--- src/design/csps_pkg.sv ---
// shared types, constants and codes of the cd stream playback supervisor
`timescale 1ns / 1ps
`default_nettype none

package csps_pkg;

    // field widths
    localparam int SECT_W   = 19;
    localparam int END_W    = 20;
    localparam int VOL_W    = 8;
    localparam int CHAN_W   = 5;
    localparam int MS_W     = 23;
    localparam int RESYNC_W = 6;
    localparam int POS_W    = 21;

    localparam logic [SECT_W-1:0]   SECT_MAX     = '1;
    localparam logic [RESYNC_W-1:0] RESYNC_TICKS = 6'd60;

    // sectors per minute and per second of the msf position
    localparam logic [POS_W-1:0] MIN_SECTORS = 21'd4500;
    localparam logic [POS_W-1:0] SEC_SECTORS = 21'd75;

    // elapsed ms = elapsed * 1000 / 75 = elapsed * 40 / 3, done as
    // elapsed * (40 * ceil(2^27 / 3)) >> 27, exact for every 19-bit elapsed
    localparam int                    MS_MULT_W = 31;
    localparam logic [MS_MULT_W-1:0]  MS_MULT   = 31'd1789569720;
    localparam int                    MS_SHIFT  = 27;
    localparam int                    PROD_W    = SECT_W + MS_MULT_W;

    // result slots per item
    localparam int SLOTS  = 3;
    localparam int SLOT_W = 2;

    // queue between front and back
    localparam int FIFO_DEPTH = 4;
    localparam int FIFO_AW    = 2;
    localparam int FIFO_CW    = 3;

    typedef enum logic [1:0] {
        CMD_TICK  = 2'd0,
        CMD_PLAY  = 2'd1,
        CMD_PAUSE = 2'd2,
        CMD_STOP  = 2'd3
    } t_cmd;

    typedef enum logic [2:0] {
        ACT_NONE    = 3'd0,
        ACT_PLAY    = 3'd1,
        ACT_SEEK    = 3'd2,
        ACT_PAUSE   = 3'd3,
        ACT_REINIT  = 3'd4,
        ACT_FILTVOL = 3'd5
    } t_action;

    typedef enum logic [2:0] {
        REG_START  = 3'd0,
        REG_LENGTH = 3'd1,
        REG_LOOP   = 3'd2,
        REG_CHAN   = 3'd3,
        REG_VOL    = 3'd4
    } t_reg_idx;

    // configuration seen by the front
    typedef struct packed {
        logic [SECT_W-1:0] first;
        logic [SECT_W-1:0] length;
        logic              loop_en;
        logic [CHAN_W-1:0] chan;
        logic [VOL_W-1:0]  vol;
    } t_cfg;

    // actions of one item plus the status after it
    typedef struct packed {
        logic [SLOT_W-1:0]            cnt;
        t_action [SLOTS-1:0]          act;
        logic [SLOTS-1:0][VOL_W-1:0]  vol;
        logic [SECT_W-1:0]            target;
        logic [CHAN_W-1:0]            chan;
        logic                         playing;
    } t_res_set;

    // queue entry: actions plus the sectors that give the elapsed count
    typedef struct packed {
        t_res_set          res;
        logic [SECT_W-1:0] cur;
        logic [SECT_W-1:0] base;
    } t_entry;

endpackage

`default_nettype wire

--- src/design/csps_stream_if.sv ---
// command and result channel interfaces
`timescale 1ns / 1ps
`default_nettype none

interface csps_cmd_if import csps_pkg::*; ();
    logic              valid;
    logic              ready;
    logic [1:0]        command;
    logic              shell_open;
    logic              drive_seeking;
    logic              drive_standby;
    logic [7:0]        pos_minute_bcd;
    logic [7:0]        pos_second_bcd;
    logic [7:0]        pos_frame_bcd;

    modport source (
        output valid, command, shell_open, drive_seeking, drive_standby,
               pos_minute_bcd, pos_second_bcd, pos_frame_bcd,
        input  ready
    );
    modport sink (
        input  valid, command, shell_open, drive_seeking, drive_standby,
               pos_minute_bcd, pos_second_bcd, pos_frame_bcd,
        output ready
    );
endinterface

interface csps_res_if import csps_pkg::*; ();
    logic              valid;
    logic              ready;
    logic [2:0]        drive_action;
    logic [SECT_W-1:0] target_sector;
    logic [VOL_W-1:0]  mix_volume;
    logic [CHAN_W-1:0] filter_channel;
    logic              is_playing;
    logic [SECT_W-1:0] elapsed_sectors;
    logic [MS_W-1:0]   elapsed_ms;
    logic              last_result;

    modport source (
        output valid, drive_action, target_sector, mix_volume, filter_channel,
               is_playing, elapsed_sectors, elapsed_ms, last_result,
        input  ready
    );
    modport sink (
        input  valid, drive_action, target_sector, mix_volume, filter_channel,
               is_playing, elapsed_sectors, elapsed_ms, last_result,
        output ready
    );
endinterface

`default_nettype wire

--- src/design/cd_stream_playback_supervisor_core.sv ---
// top level: configuration registers, front, queue and back
`timescale 1ns / 1ps
`default_nettype none

// Supervises streamed CD audio playback. Each command word (tick, play, pause,
// stop) yields one to three result words that carry drive actions plus the
// playing flag and elapsed sectors and ms after the command; last_result marks
// the final word of a command. A command word is taken every cycle while the
// four-entry action queue has room, also while results are stalled. Results
// leave at one word per cycle from the emit register while the receiver is
// ready; that emitter sets the sustained rate. The first result of a command
// passes the input register, the state update into the queue, the elapsed
// subtract, the ms multiply and the emit register.
// Configuration goes through an APB port at byte addresses 0, 4, 8, 12, 16:
// start sector, length, loop enable, channel filter, play volume.

module cd_stream_playback_supervisor_core import csps_pkg::*; (
    input  logic        i_clk,
    input  logic        i_rst_n,
    csps_cmd_if.sink    i_cmd,
    csps_res_if.source  o_res,
    input  logic        psel,
    input  logic        penable,
    input  logic        pwrite,
    input  logic [4:0]  paddr,
    input  logic [31:0] pwdata,
    output logic [31:0] prdata,
    output logic        pready
);

    logic [SECT_W-1:0] r_first;
    logic [SECT_W-1:0] r_length;
    logic              r_loop_en;
    logic [CHAN_W-1:0] r_chan;
    logic [VOL_W-1:0]  r_play_vol;

    logic              cfg_wr;
    t_reg_idx          reg_idx;
    t_cfg              cfg;
    logic              push;
    logic              full;
    logic              q_valid;
    logic              pop;
    t_entry            push_entry;
    t_entry            head_entry;

    assign pready  = 1'b1;
    assign cfg_wr  = psel && penable && pwrite && pready;
    assign reg_idx = t_reg_idx'(paddr[4:2]);

    // configuration register writes
    always_ff @(posedge i_clk) begin
        if (!i_rst_n) begin
            r_first    <= '0;
            r_length   <= SECT_W'(1);
            r_loop_en  <= 1'b0;
            r_chan     <= '0;
            r_play_vol <= '0;
        end else if (cfg_wr) begin
            case (reg_idx)
                REG_START:  r_first    <= pwdata[SECT_W-1:0];
                REG_LENGTH: r_length   <= pwdata[SECT_W-1:0];
                REG_LOOP:   r_loop_en  <= pwdata[0];
                REG_CHAN:   r_chan     <= pwdata[CHAN_W-1:0];
                REG_VOL:    r_play_vol <= pwdata[VOL_W-1:0];
                default:    r_first    <= r_first;
            endcase
        end
    end

    // register readback
    always_comb begin
        case (reg_idx)
            REG_START:  prdata = 32'(r_first);
            REG_LENGTH: prdata = 32'(r_length);
            REG_LOOP:   prdata = 32'(r_loop_en);
            REG_CHAN:   prdata = 32'(r_chan);
            REG_VOL:    prdata = 32'(r_play_vol);
            default:    prdata = '0;
        endcase
    end

    assign cfg.first   = r_first;
    assign cfg.length  = r_length;
    assign cfg.loop_en = r_loop_en;
    assign cfg.chan    = r_chan;
    assign cfg.vol     = r_play_vol;

    csps_front u_front (
        .i_clk   (i_clk),
        .i_rst_n (i_rst_n),
        .i_cmd   (i_cmd),
        .i_cfg   (cfg),
        .i_full  (full),
        .o_push  (push),
        .o_entry (push_entry)
    );

    csps_fifo u_fifo (
        .i_clk   (i_clk),
        .i_rst_n (i_rst_n),
        .i_push  (push),
        .i_entry (push_entry),
        .o_full  (full),
        .o_valid (q_valid),
        .i_pop   (pop),
        .o_entry (head_entry)
    );

    csps_back u_back (
        .i_clk   (i_clk),
        .i_rst_n (i_rst_n),
        .i_valid (q_valid),
        .i_entry (head_entry),
        .o_pop   (pop),
        .o_res   (o_res)
    );

endmodule

`default_nettype wire

--- src/design/csps_front.sv ---
// front: takes command words, tracks playback state, builds action entries
`timescale 1ns / 1ps
`default_nettype none

module csps_front import csps_pkg::*; (
    input  logic   i_clk,
    input  logic   i_rst_n,
    csps_cmd_if.sink i_cmd,
    input  t_cfg   i_cfg,
    input  logic   i_full,
    output logic   o_push,
    output t_entry o_entry
);

    // packed bcd byte to binary, non-bcd digits wrap mod 256
    function automatic logic [7:0] f_bcd(input logic [7:0] x);
        return x - (8'(x[7:4]) * 8'd6);
    endfunction

    // append one action to the result set
    function automatic t_res_set f_emit(input t_res_set s, input t_action a,
                                        input logic [VOL_W-1:0] v);
        t_res_set r;
        r = s;
        if (s.cnt != SLOT_W'(SLOTS)) begin
            r.act[s.cnt] = a;
            r.vol[s.cnt] = v;
            r.cnt        = s.cnt + SLOT_W'(1);
        end
        return r;
    endfunction

    // input stage
    logic              r_a_valid;
    t_cmd              r_a_cmd;
    logic              r_a_shell;
    logic              r_a_seeking;
    logic              r_a_standby;
    logic [SECT_W-1:0] r_a_pos;

    logic              in_fire;
    logic              b_fire;
    logic [POS_W-1:0]  pos_raw;
    logic [SECT_W-1:0] pos_sat;

    // playback state
    logic                r_active, n_active;
    logic                r_playing, n_playing;
    logic                r_seek, n_seek;
    logic                r_loop, n_loop;
    logic                r_wait, n_wait;
    logic [RESYNC_W-1:0] r_resync, n_resync;
    logic [SECT_W-1:0]   r_cur, n_cur;
    logic [SECT_W-1:0]   r_base, n_base;
    logic [END_W-1:0]    r_end, n_end;
    logic [VOL_W-1:0]    r_vol, n_vol;
    t_res_set            n_res;

    assign b_fire      = r_a_valid && !i_full;
    assign i_cmd.ready = !r_a_valid || !i_full;
    assign in_fire     = i_cmd.valid && i_cmd.ready;

    // msf position to absolute sector, saturated
    assign pos_raw = POS_W'(f_bcd(i_cmd.pos_minute_bcd)) * MIN_SECTORS
                   + POS_W'(f_bcd(i_cmd.pos_second_bcd)) * SEC_SECTORS
                   + POS_W'(f_bcd(i_cmd.pos_frame_bcd));
    assign pos_sat = (pos_raw > POS_W'(SECT_MAX)) ? SECT_MAX : pos_raw[SECT_W-1:0];

    // input stage valid
    always_ff @(posedge i_clk) begin
        if (!i_rst_n) begin
            r_a_valid <= 1'b0;
        end else if (in_fire) begin
            r_a_valid <= 1'b1;
        end else if (b_fire) begin
            r_a_valid <= 1'b0;
        end
    end

    // input stage payload
    always_ff @(posedge i_clk) begin
        if (in_fire) begin
            r_a_cmd     <= t_cmd'(i_cmd.command);
            r_a_shell   <= i_cmd.shell_open;
            r_a_seeking <= i_cmd.drive_seeking;
            r_a_standby <= i_cmd.drive_standby;
            r_a_pos     <= pos_sat;
        end
    end

    // command decode and state update
    always_comb begin
        logic              go;
        logic              play_emitted;
        logic [SECT_W-1:0] len;
        t_res_set          res;
        n_active     = r_active;
        n_playing    = r_playing;
        n_seek       = r_seek;
        n_loop       = r_loop;
        n_wait       = r_wait;
        n_resync     = r_resync;
        n_cur        = r_cur;
        n_base       = r_base;
        n_end        = r_end;
        n_vol        = r_vol;
        res          = '0;
        go           = 1'b0;
        play_emitted = 1'b0;
        len          = (i_cfg.length == '0) ? SECT_W'(1) : i_cfg.length;
        case (r_a_cmd)
            CMD_TICK: begin
                if (r_playing) begin
                    go = 1'b1;
                    // standby wait or resync countdown
                    if (r_wait) begin
                        if (!r_a_standby) begin
                            go = 1'b0;
                        end else begin
                            n_wait   = 1'b0;
                            res      = f_emit(res, ACT_REINIT, n_vol);
                            res      = f_emit(res, ACT_FILTVOL, n_vol);
                            res.chan = i_cfg.chan;
                        end
                    end else if (r_resync != '0) begin
                        n_resync = r_resync - RESYNC_W'(1);
                        if (n_resync != '0 || r_a_shell) begin
                            go = 1'b0;
                        end else if (!r_a_standby) begin
                            n_wait = 1'b1;
                            go     = 1'b0;
                        end else begin
                            res      = f_emit(res, ACT_REINIT, n_vol);
                            res      = f_emit(res, ACT_FILTVOL, n_vol);
                            res.chan = i_cfg.chan;
                        end
                    end
                    if (go) begin
                        if (r_a_shell) begin
                            // lid open: bump once, mark seeking, arm resync
                            if (!r_seek) begin
                                if (r_cur != SECT_MAX) begin
                                    n_cur = r_cur + SECT_W'(1);
                                end
                                n_seek = 1'b1;
                            end
                            n_resync = RESYNC_TICKS;
                        end else if (!(r_seek && r_a_seeking)) begin
                            // seek done: play at the held position
                            if (r_seek) begin
                                n_seek       = 1'b0;
                                res          = f_emit(res, ACT_PLAY, n_vol);
                                res.target   = r_cur;
                                play_emitted = 1'b1;
                            end
                            if (r_a_pos > r_cur) begin
                                n_cur = r_a_pos;
                            end
                            // end of stream: loop or stop
                            if ({1'b0, n_cur} >= r_end) begin
                                if (play_emitted) begin
                                    res.cnt = res.cnt - SLOT_W'(1);
                                end
                                if (r_loop) begin
                                    n_cur      = r_base;
                                    n_seek     = 1'b1;
                                    res        = f_emit(res, ACT_SEEK, n_vol);
                                    res.target = r_base;
                                end else begin
                                    n_active  = 1'b0;
                                    n_playing = 1'b0;
                                    n_seek    = 1'b0;
                                    n_loop    = 1'b0;
                                    n_wait    = 1'b0;
                                    n_resync  = '0;
                                    n_vol     = '0;
                                    res       = f_emit(res, ACT_PAUSE, n_vol);
                                end
                            end
                        end
                    end
                end
            end
            CMD_PLAY: begin
                if (!r_active) begin
                    n_active = 1'b1;
                    n_vol    = '0;
                    res      = f_emit(res, ACT_REINIT, n_vol);
                end
                n_base     = i_cfg.first;
                n_cur      = i_cfg.first;
                n_end      = {1'b0, i_cfg.first} + {1'b0, len} - END_W'(1);
                n_playing  = 1'b1;
                n_seek     = 1'b1;
                n_loop     = i_cfg.loop_en;
                n_wait     = 1'b0;
                n_resync   = '0;
                res        = f_emit(res, ACT_SEEK, n_vol);
                res.target = i_cfg.first;
                n_vol      = i_cfg.vol;
                res        = f_emit(res, ACT_FILTVOL, n_vol);
                res.chan   = i_cfg.chan;
            end
            CMD_PAUSE: begin
                if (r_playing) begin
                    n_playing = 1'b0;
                    res       = f_emit(res, ACT_PAUSE, n_vol);
                end
            end
            CMD_STOP: begin
                if (r_active) begin
                    n_active  = 1'b0;
                    n_playing = 1'b0;
                    n_seek    = 1'b0;
                    n_loop    = 1'b0;
                    n_wait    = 1'b0;
                    n_resync  = '0;
                    n_vol     = '0;
                    res       = f_emit(res, ACT_PAUSE, n_vol);
                end
            end
            default: begin
            end
        endcase
        if (res.cnt == '0) begin
            res = f_emit(res, ACT_NONE, n_vol);
        end
        res.playing = n_playing;
        n_res       = res;
    end

    // state registers
    always_ff @(posedge i_clk) begin
        if (!i_rst_n) begin
            r_active  <= 1'b0;
            r_playing <= 1'b0;
            r_seek    <= 1'b0;
            r_loop    <= 1'b0;
            r_wait    <= 1'b0;
            r_resync  <= '0;
            r_cur     <= '0;
            r_base    <= '0;
            r_end     <= '0;
            r_vol     <= '0;
        end else if (b_fire) begin
            r_active  <= n_active;
            r_playing <= n_playing;
            r_seek    <= n_seek;
            r_loop    <= n_loop;
            r_wait    <= n_wait;
            r_resync  <= n_resync;
            r_cur     <= n_cur;
            r_base    <= n_base;
            r_end     <= n_end;
            r_vol     <= n_vol;
        end
    end

    // entry to the queue
    assign o_push       = b_fire;
    assign o_entry.res  = n_res;
    assign o_entry.cur  = n_cur;
    assign o_entry.base = n_base;

    a_play_active: assert property (@(posedge i_clk) disable iff (!i_rst_n)
        r_playing |-> r_active)
        else $error("playing without an active stream");

    a_resync_range: assert property (@(posedge i_clk) disable iff (!i_rst_n)
        r_resync <= RESYNC_TICKS)
        else $error("resync countdown beyond its load value");

    a_entry_nonempty: assert property (@(posedge i_clk) disable iff (!i_rst_n)
        o_push |-> o_entry.res.cnt != '0)
        else $error("entry pushed without any action");

    a_wait_playing: assert property (@(posedge i_clk) disable iff (!i_rst_n)
        $rose(r_wait) |-> r_playing)
        else $error("standby wait armed while not playing");

endmodule

`default_nettype wire

--- src/design/csps_fifo.sv ---
// short entry queue between front and back
`timescale 1ns / 1ps
`default_nettype none

module csps_fifo import csps_pkg::*; (
    input  logic   i_clk,
    input  logic   i_rst_n,
    input  logic   i_push,
    input  t_entry i_entry,
    output logic   o_full,
    output logic   o_valid,
    input  logic   i_pop,
    output t_entry o_entry
);

    t_entry               r_mem [FIFO_DEPTH];
    logic [FIFO_AW-1:0]   r_wr;
    logic [FIFO_AW-1:0]   r_rd;
    logic [FIFO_CW-1:0]   r_count;

    assign o_full  = (r_count == FIFO_CW'(FIFO_DEPTH));
    assign o_valid = (r_count != '0);
    assign o_entry = r_mem[r_rd];

    // pointers and fill count
    always_ff @(posedge i_clk) begin
        if (!i_rst_n) begin
            r_wr    <= '0;
            r_rd    <= '0;
            r_count <= '0;
        end else begin
            if (i_push) begin
                r_wr <= r_wr + FIFO_AW'(1);
            end
            if (i_pop) begin
                r_rd <= r_rd + FIFO_AW'(1);
            end
            case ({i_push, i_pop})
                2'b10:   r_count <= r_count + FIFO_CW'(1);
                2'b01:   r_count <= r_count - FIFO_CW'(1);
                default: r_count <= r_count;
            endcase
        end
    end

    // entry storage
    always_ff @(posedge i_clk) begin
        if (i_push) begin
            r_mem[r_wr] <= i_entry;
        end
    end

    a_no_overflow: assert property (@(posedge i_clk) disable iff (!i_rst_n)
        o_full |-> !i_push)
        else $error("push into a full queue");

    a_no_underflow: assert property (@(posedge i_clk) disable iff (!i_rst_n)
        i_pop |-> o_valid)
        else $error("pop from an empty queue");

    a_count_range: assert property (@(posedge i_clk) disable iff (!i_rst_n)
        r_count <= FIFO_CW'(FIFO_DEPTH))
        else $error("queue fill count out of range");

endmodule

`default_nettype wire

--- src/design/csps_back.sv ---
// back: elapsed time math and one result word per cycle while the receiver is ready
`timescale 1ns / 1ps
`default_nettype none

module csps_back import csps_pkg::*; (
    input  logic   i_clk,
    input  logic   i_rst_n,
    input  logic   i_valid,
    input  t_entry i_entry,
    output logic   o_pop,
    csps_res_if.source o_res
);

    // elapsed stage
    logic              r_p1_valid;
    t_res_set          r_p1_res;
    logic [SECT_W-1:0] r_p1_el;

    // milliseconds stage
    logic              r_p2_valid;
    t_res_set          r_p2_res;
    logic [SECT_W-1:0] r_p2_el;
    logic [MS_W-1:0]   r_p2_ms;

    // emit stage
    logic              r_e_valid;
    t_res_set          r_e_res;
    logic [SECT_W-1:0] r_e_el;
    logic [MS_W-1:0]   r_e_ms;
    logic [SLOT_W-1:0] r_idx;

    logic              e_last;
    logic              e_take;
    logic              p2_take;
    logic              p1_take;
    logic [PROD_W-1:0] ms_prod;
    t_action           cur_act;

    // stage advance, each stage refills when it empties or hands on
    assign e_last  = (r_idx == r_e_res.cnt - SLOT_W'(1));
    assign e_take  = !r_e_valid || (o_res.ready && e_last);
    assign p2_take = !r_p2_valid || e_take;
    assign p1_take = !r_p1_valid || p2_take;
    assign o_pop   = i_valid && p1_take;

    // elapsed * 40 / 3 by reciprocal multiply
    assign ms_prod = PROD_W'(r_p1_el) * PROD_W'(MS_MULT);

    // valid bits and result index
    always_ff @(posedge i_clk) begin
        if (!i_rst_n) begin
            r_p1_valid <= 1'b0;
            r_p2_valid <= 1'b0;
            r_e_valid  <= 1'b0;
            r_idx      <= '0;
        end else begin
            if (p1_take) begin
                r_p1_valid <= i_valid;
            end
            if (p2_take) begin
                r_p2_valid <= r_p1_valid;
            end
            if (e_take) begin
                r_e_valid <= r_p2_valid;
                r_idx     <= '0;
            end else if (o_res.ready) begin
                r_idx <= r_idx + SLOT_W'(1);
            end
        end
    end

    // stage payloads
    always_ff @(posedge i_clk) begin
        if (p1_take && i_valid) begin
            r_p1_res <= i_entry.res;
            r_p1_el  <= i_entry.cur - i_entry.base;
        end
        if (p2_take && r_p1_valid) begin
            r_p2_res <= r_p1_res;
            r_p2_el  <= r_p1_el;
            r_p2_ms  <= ms_prod[MS_SHIFT +: MS_W];
        end
        if (e_take && r_p2_valid) begin
            r_e_res <= r_p2_res;
            r_e_el  <= r_p2_el;
            r_e_ms  <= r_p2_ms;
        end
    end

    // result word
    assign cur_act               = r_e_res.act[r_idx];
    assign o_res.valid           = r_e_valid;
    assign o_res.drive_action    = cur_act;
    assign o_res.target_sector   = (cur_act inside {ACT_PLAY, ACT_SEEK}) ?
                                   r_e_res.target : '0;
    assign o_res.mix_volume      = r_e_res.vol[r_idx];
    assign o_res.filter_channel  = (cur_act == ACT_FILTVOL) ? r_e_res.chan : '0;
    assign o_res.is_playing      = r_e_res.playing;
    assign o_res.elapsed_sectors = r_e_el;
    assign o_res.elapsed_ms      = r_e_ms;
    assign o_res.last_result     = e_last;

    a_idx_in_set: assert property (@(posedge i_clk) disable iff (!i_rst_n)
        r_e_valid |-> r_idx < r_e_res.cnt)
        else $error("result index past the action count");

    a_ms_exact: assert property (@(posedge i_clk) disable iff (!i_rst_n)
        r_p2_valid |-> (26'(r_p2_ms) * 26'd3 <= 26'(r_p2_el) * 26'd40)
                    && (26'(r_p2_el) * 26'd40 < 26'(r_p2_ms) * 26'd3 + 26'd3))
        else $error("elapsed ms is not elapsed * 40 / 3");

    a_idx_hold: assert property (@(posedge i_clk) disable iff (!i_rst_n)
        r_e_valid && !o_res.ready |=> r_idx == $past(r_idx))
        else $error("result index moved while the word was stalled");

endmodule

`default_nettype wire

--- src/flat_wrapper.sv ---
// flat-port wrapper written by rule: the top's interface ports become plain ports
module cd_stream_playback_supervisor_core_flat import csps_pkg::*;
  (i_clk, i_rst_n, psel, penable, pwrite, paddr, pwdata, prdata, pready, i_cmd_valid, i_cmd_command, i_cmd_shell_open, i_cmd_drive_seeking, i_cmd_drive_standby, i_cmd_pos_minute_bcd, i_cmd_pos_second_bcd, i_cmd_pos_frame_bcd, i_cmd_ready, o_res_valid, o_res_drive_action, o_res_target_sector, o_res_mix_volume, o_res_filter_channel, o_res_is_playing, o_res_elapsed_sectors, o_res_elapsed_ms, o_res_last_result, o_res_ready);
  csps_cmd_if i_cmd_i ();
  csps_res_if o_res_i ();
  input  logic i_clk;
  input  logic i_rst_n;
  input  logic psel;
  input  logic penable;
  input  logic pwrite;
  input  logic [4:0] paddr;
  input  logic [31:0] pwdata;
  output logic [31:0] prdata;
  output logic pready;
  input wire logic [$bits(i_cmd_i.valid)-1:0] i_cmd_valid;
  input wire logic [$bits(i_cmd_i.command)-1:0] i_cmd_command;
  input wire logic [$bits(i_cmd_i.shell_open)-1:0] i_cmd_shell_open;
  input wire logic [$bits(i_cmd_i.drive_seeking)-1:0] i_cmd_drive_seeking;
  input wire logic [$bits(i_cmd_i.drive_standby)-1:0] i_cmd_drive_standby;
  input wire logic [$bits(i_cmd_i.pos_minute_bcd)-1:0] i_cmd_pos_minute_bcd;
  input wire logic [$bits(i_cmd_i.pos_second_bcd)-1:0] i_cmd_pos_second_bcd;
  input wire logic [$bits(i_cmd_i.pos_frame_bcd)-1:0] i_cmd_pos_frame_bcd;
  output wire logic [$bits(i_cmd_i.ready)-1:0] i_cmd_ready;
  output wire logic [$bits(o_res_i.valid)-1:0] o_res_valid;
  output wire logic [$bits(o_res_i.drive_action)-1:0] o_res_drive_action;
  output wire logic [$bits(o_res_i.target_sector)-1:0] o_res_target_sector;
  output wire logic [$bits(o_res_i.mix_volume)-1:0] o_res_mix_volume;
  output wire logic [$bits(o_res_i.filter_channel)-1:0] o_res_filter_channel;
  output wire logic [$bits(o_res_i.is_playing)-1:0] o_res_is_playing;
  output wire logic [$bits(o_res_i.elapsed_sectors)-1:0] o_res_elapsed_sectors;
  output wire logic [$bits(o_res_i.elapsed_ms)-1:0] o_res_elapsed_ms;
  output wire logic [$bits(o_res_i.last_result)-1:0] o_res_last_result;
  input wire logic [$bits(o_res_i.ready)-1:0] o_res_ready;
  assign i_cmd_i.valid = i_cmd_valid;
  assign i_cmd_i.command = i_cmd_command;
  assign i_cmd_i.shell_open = i_cmd_shell_open;
  assign i_cmd_i.drive_seeking = i_cmd_drive_seeking;
  assign i_cmd_i.drive_standby = i_cmd_drive_standby;
  assign i_cmd_i.pos_minute_bcd = i_cmd_pos_minute_bcd;
  assign i_cmd_i.pos_second_bcd = i_cmd_pos_second_bcd;
  assign i_cmd_i.pos_frame_bcd = i_cmd_pos_frame_bcd;
  assign i_cmd_ready = i_cmd_i.ready;
  assign o_res_valid = o_res_i.valid;
  assign o_res_drive_action = o_res_i.drive_action;
  assign o_res_target_sector = o_res_i.target_sector;
  assign o_res_mix_volume = o_res_i.mix_volume;
  assign o_res_filter_channel = o_res_i.filter_channel;
  assign o_res_is_playing = o_res_i.is_playing;
  assign o_res_elapsed_sectors = o_res_i.elapsed_sectors;
  assign o_res_elapsed_ms = o_res_i.elapsed_ms;
  assign o_res_last_result = o_res_i.last_result;
  assign o_res_i.ready = o_res_ready;
  cd_stream_playback_supervisor_core u_core (.i_clk(i_clk), .i_rst_n(i_rst_n), .i_cmd(i_cmd_i), .o_res(o_res_i), .psel(psel), .penable(penable), .pwrite(pwrite), .paddr(paddr), .pwdata(pwdata), .prdata(prdata), .pready(pready));
endmodule
--- config.mk ---
export PLATFORM = sky130hd
export DESIGN_NAME = cd_stream_playback_supervisor_core_flat
export DESIGN_NICKNAME = d
export VERILOG_FILES = /design/src/design/csps_pkg.sv /design/src/design/csps_stream_if.sv /design/src/design/cd_stream_playback_supervisor_core.sv /design/src/design/csps_front.sv /design/src/design/csps_fifo.sv /design/src/design/csps_back.sv /design/src/flat_wrapper.sv
export SDC_FILE = /design/constraint.sdc
export NUM_CORES = 2
export LEC_CHECK = 0
export BUFFER_PORTS_ARGS = -buffer_cell sky130_fd_sc_hd__buf_2
export CORE_UTILIZATION = 40
export DETAILED_ROUTE_END_ITERATION = 12
export GPL_ROUTABILITY_DRIVEN = 0
export GPL_TIMING_DRIVEN = 0
export PLACE_DENSITY_LB_ADDON = 0.25
export SETUP_SLACK_MARGIN = 0.2
export SLEW_MARGIN = 20
export SYNTH_ARGS = -nofsm -noshare
export SYNTH_HDL_FRONTEND = slang
export SYNTH_HIERARCHICAL = 1
export SYNTH_SLANG_ARGS = --single-unit
--- constraint.sdc ---
create_clock -name i_clk -period 27.8 [get_ports i_clk]
set_input_delay 1.39 -clock i_clk [delete_from_list [all_inputs] [get_ports i_clk]]
set_output_delay 1.39 -clock i_clk [all_outputs]
set_load 0.02 [all_outputs]
==> impl_results.md <==
- Wire length of the first global-routing pass: between 150000 and 200000 um
- Number of remaining DRC errors: 0
- Max_slew headroom: roughly a quarter
- Largest net degree at the start of global routing: 47
- Commonest register cell after synthesis: sky130_fd_sc_hd__edfxtp_1
- Total iterations of the first detailed-routing run: 6
- TritonCTS clock tree: built
- Antenna Nets Post-Route: 0
- Vias in the first global route: between 30000 and 40000
- Final setup violating endpoints: 0
- Number of primary I/O pins: 187
- Core outline area: between 100000 and 150000 um2
- Die area: ~120000 um2
- Clock latency on the worst-skew pair: 0.67 ns
- Flops & latches, synth: approximately 840
- Unique masters post-synth: between 100 and 150
- TritonCTS Sinks: ~840
- Diodes inserted: 0
- Number of buffers inserted by hold repair at cts: 0
- Buffers inserted by post-CTS timing repair: 0
- Maximum operating frequency: just over 100 MHz
- H-Tree Level Count: 3
- RSZ-0062 raised after global routing: false
- Final Max Slew Viols: 0
- Post-synth EDFFs: ~700
- Mean Syn Cell Area: 12.4 um2
- Setup total negative slack: 0 ns
- Dominant cells by area after synthesis: sky130_fd_sc_hd__edfxtp_1 44%, sky130_fd_sc_hd__ha_1 9.7%, sky130_fd_sc_hd__fa_1 8.3%
- Most common cell after layout, fill and taps aside: sky130_fd_sc_hd__edfxtp_1
- Worst path slowest cell: sky130_fd_sc_hd__xnor2_1
- Library cell occupying the most area in the post-synthesis netlist: sky130_fd_sc_hd__edfxtp_1
- Row cnt: approximately 130
- Worst path most repeated cell: sky130_fd_sc_hd__ha_1
- Aggregate routed wire length: around 120000 um
- Clock-pin transition on the worst setup and hold timing paths: 0.06 ns
- Initial standard-cell utilization of the core: between 40% and 50%
- IO Port Bufs: ~160
- Fraction of the cycle the final worst path needs: 35.1%
- Post-synthesis instance area: around 48000 um2
- Inserted Clock Buffers: a little under 90
- Violation count after the first detailed-route iteration: between 2000 and 2500
- Nets@finish: 4753
- Global route total overflow: 0
- Final hold vios: 0
- Delay contributed by the slowest stage of the critical path: between 0.5 and 0.6 ns
- Result of the run: finished clean
- Most frequent cells in the layout: 699 x sky130_fd_sc_hd__edfxtp_1, 501 x sky130_fd_sc_hd__inv_1, 370 x sky130_fd_sc_hd__ha_1
- Area growth from synthesis to final layout: 12.8%
- Yosys warnings: 6
- Y dimension of the die: approximately 350 um
- Post-synthesis cell count: about 3800
- Data arrival time of the critical path: 10.14 ns
- Fillers: about 11000
- DR vias: just over 30000
- Share of layout cells above drive strength 1: around 13%
- Async S/R FF share, synth: 0%
- Worst setup SP type: primary input
- Post-synthesis sequential area ratio: approximately half
- Count of cells resized by post-cts repair: 0
- Number of buffers between clock root and the deepest sink: 3
- Half-perimeter wire length after placement: ~90000 um
- Transition time at the pin with the least slew margin: between 1 and 1.5 ns
- Required time worst endpoint: between 20 and 30 ns
- Initial antenna violation count: 1
- Hold/Removal Path Class: flop to flop
- Max Cap Viol: 0
- Area fraction of the dominant cell type after synthesis: around 44%
- GRT Total Usage: 19.4%
- Top fanout value on the critical path: 10
- Final critical-path required period: between 9 and 10 ns
- Vias per Instance: around 5.3
- Sort of element at the end of the critical path: flop
- Clock root buffer: sky130_fd_sc_hd__clkbuf_16
- Die W: ~350 um
- Wire length per cell after detailed routing: 20.4 um
- Category of the most critical setup path: primary input to flop
- Worst setup skew after layout: between 0.03 and 0.04 ns
[metal layers]
metal  vias to the layer above  GRT usage, %  part of all wire (%)
li1                      14297             -                     -
met1                     14821          25.3                    42
met2                       922          32.0                    47
met3                       218          3.28                   6.1
met4                         0          8.20                   4.2
met5                         -             0                     0
[kinds of logic after synthesis]
kind of cell	after synthesis	share of synthesized area (%)
XOR/XNOR	108	1.99
multiplexers	198	6.78
AND/OR/NAND/NOR	773	7.79
buffers and inverters	645	5.52
AO/OA/AOI/OAI	695	9.67
other	2	0.0158
flip-flops	843	50.2
adder cells (fa/ha/maj)	569	18.1
[state kept, by name, indices dropped and copies added, names as in the netlist, 20 cells and up, named ones only]
signal / count
u_core/u_fifo/r_mem: 392
u_core/u_front/r_end: 20
u_core/u_back/r_p2_res: 60
u_core/u_back/r_p1_res: 60
u_core/u_back/r_e_res: 59
u_core/u_back/r_p2_ms: 23
u_core/u_back/o_res.elapsed_ms: 23
[synthesized netlist by cell type (35+ instances only)]
master,n
sky130_fd_sc_hd__edfxtp_1,699
sky130_fd_sc_hd__inv_1,501
sky130_fd_sc_hd__ha_1,370
sky130_fd_sc_hd__nand2_1,318
sky130_fd_sc_hd__fa_1,198
sky130_fd_sc_hd__a21oi_1,185
sky130_fd_sc_hd__nor2_1,159
sky130_fd_sc_hd__dfxtp_1,144
sky130_fd_sc_hd__o21ai_0,138
sky130_fd_sc_hd__mux4_2,98
sky130_fd_sc_hd__mux2i_1,90
sky130_fd_sc_hd__clkbuf_1,71
sky130_fd_sc_hd__xnor2_1,71
sky130_fd_sc_hd__a21o_1,69
sky130_fd_sc_hd__and2_1,53
sky130_fd_sc_hd__nand3_1,44
sky130_fd_sc_hd__xor2_1,37
sky130_fd_sc_hd__o21a_1,36
sky130_fd_sc_hd__and3_1,35
[area by class of cell]
cell class                 count  area [um2]  share of cell area (%)
clock buffer                 112        2380                    4.43
multi-input combinational   2357       21200                    39.5
clock inverter                51         439                   0.818
tap                         1536        1920                    3.58
timing repair buffer         178        1270                    2.36
sequential                   843       23900                    44.5
buffer                       138         722                    1.34
inverter                     507        1900                    3.54
[worst max-delay path, delay by kind of cell]
family,cells,cell delay (ns)
simple gates,6,1.09
xor+xnor,2,0.77
buf+inv,7,0.59
fa+ha+maj,12,4.62
compound gates,9,1.66
[per-stage QoR]
stage               util [%]  cells  setup WS (ns)  instance area [um2]  hold slack [ns]
floorplan                  -   3845          18.36                47600            0.400
global placement        42.6   5537          14.63                50300            0.401
detailed placement      43.1   5558          17.31                50900            0.405
CTS                     45.5   5721          17.99                53700            0.391
global route            45.5   5722          17.31                53700            0.403
finish                  45.5   5722          18.04                53700            0.395
[worst paths after layout]
path                                   start                         end  slack, ns  cells past startpoint
hold reg to reg   u_core/u_back/r_p2_res[18]   u_core/u_back/r_e_res[18]       0.39                      0
setup / recovery     i_cmd_pos_minute_bcd[5]   u_core/u_front/r_a_pos[7]      18.04                     36
hold / removal    u_core/u_back/r_p2_res[18]   u_core/u_back/r_e_res[18]       0.39                      0
setup reg to reg    u_core/u_front/r_cur[12]  u_core/u_fifo/r_mem[0][61]      20.72                     17
Power is not shown: default switching activity piles up to over one toggle a cycle in this logic, so the estimate is an artifact.
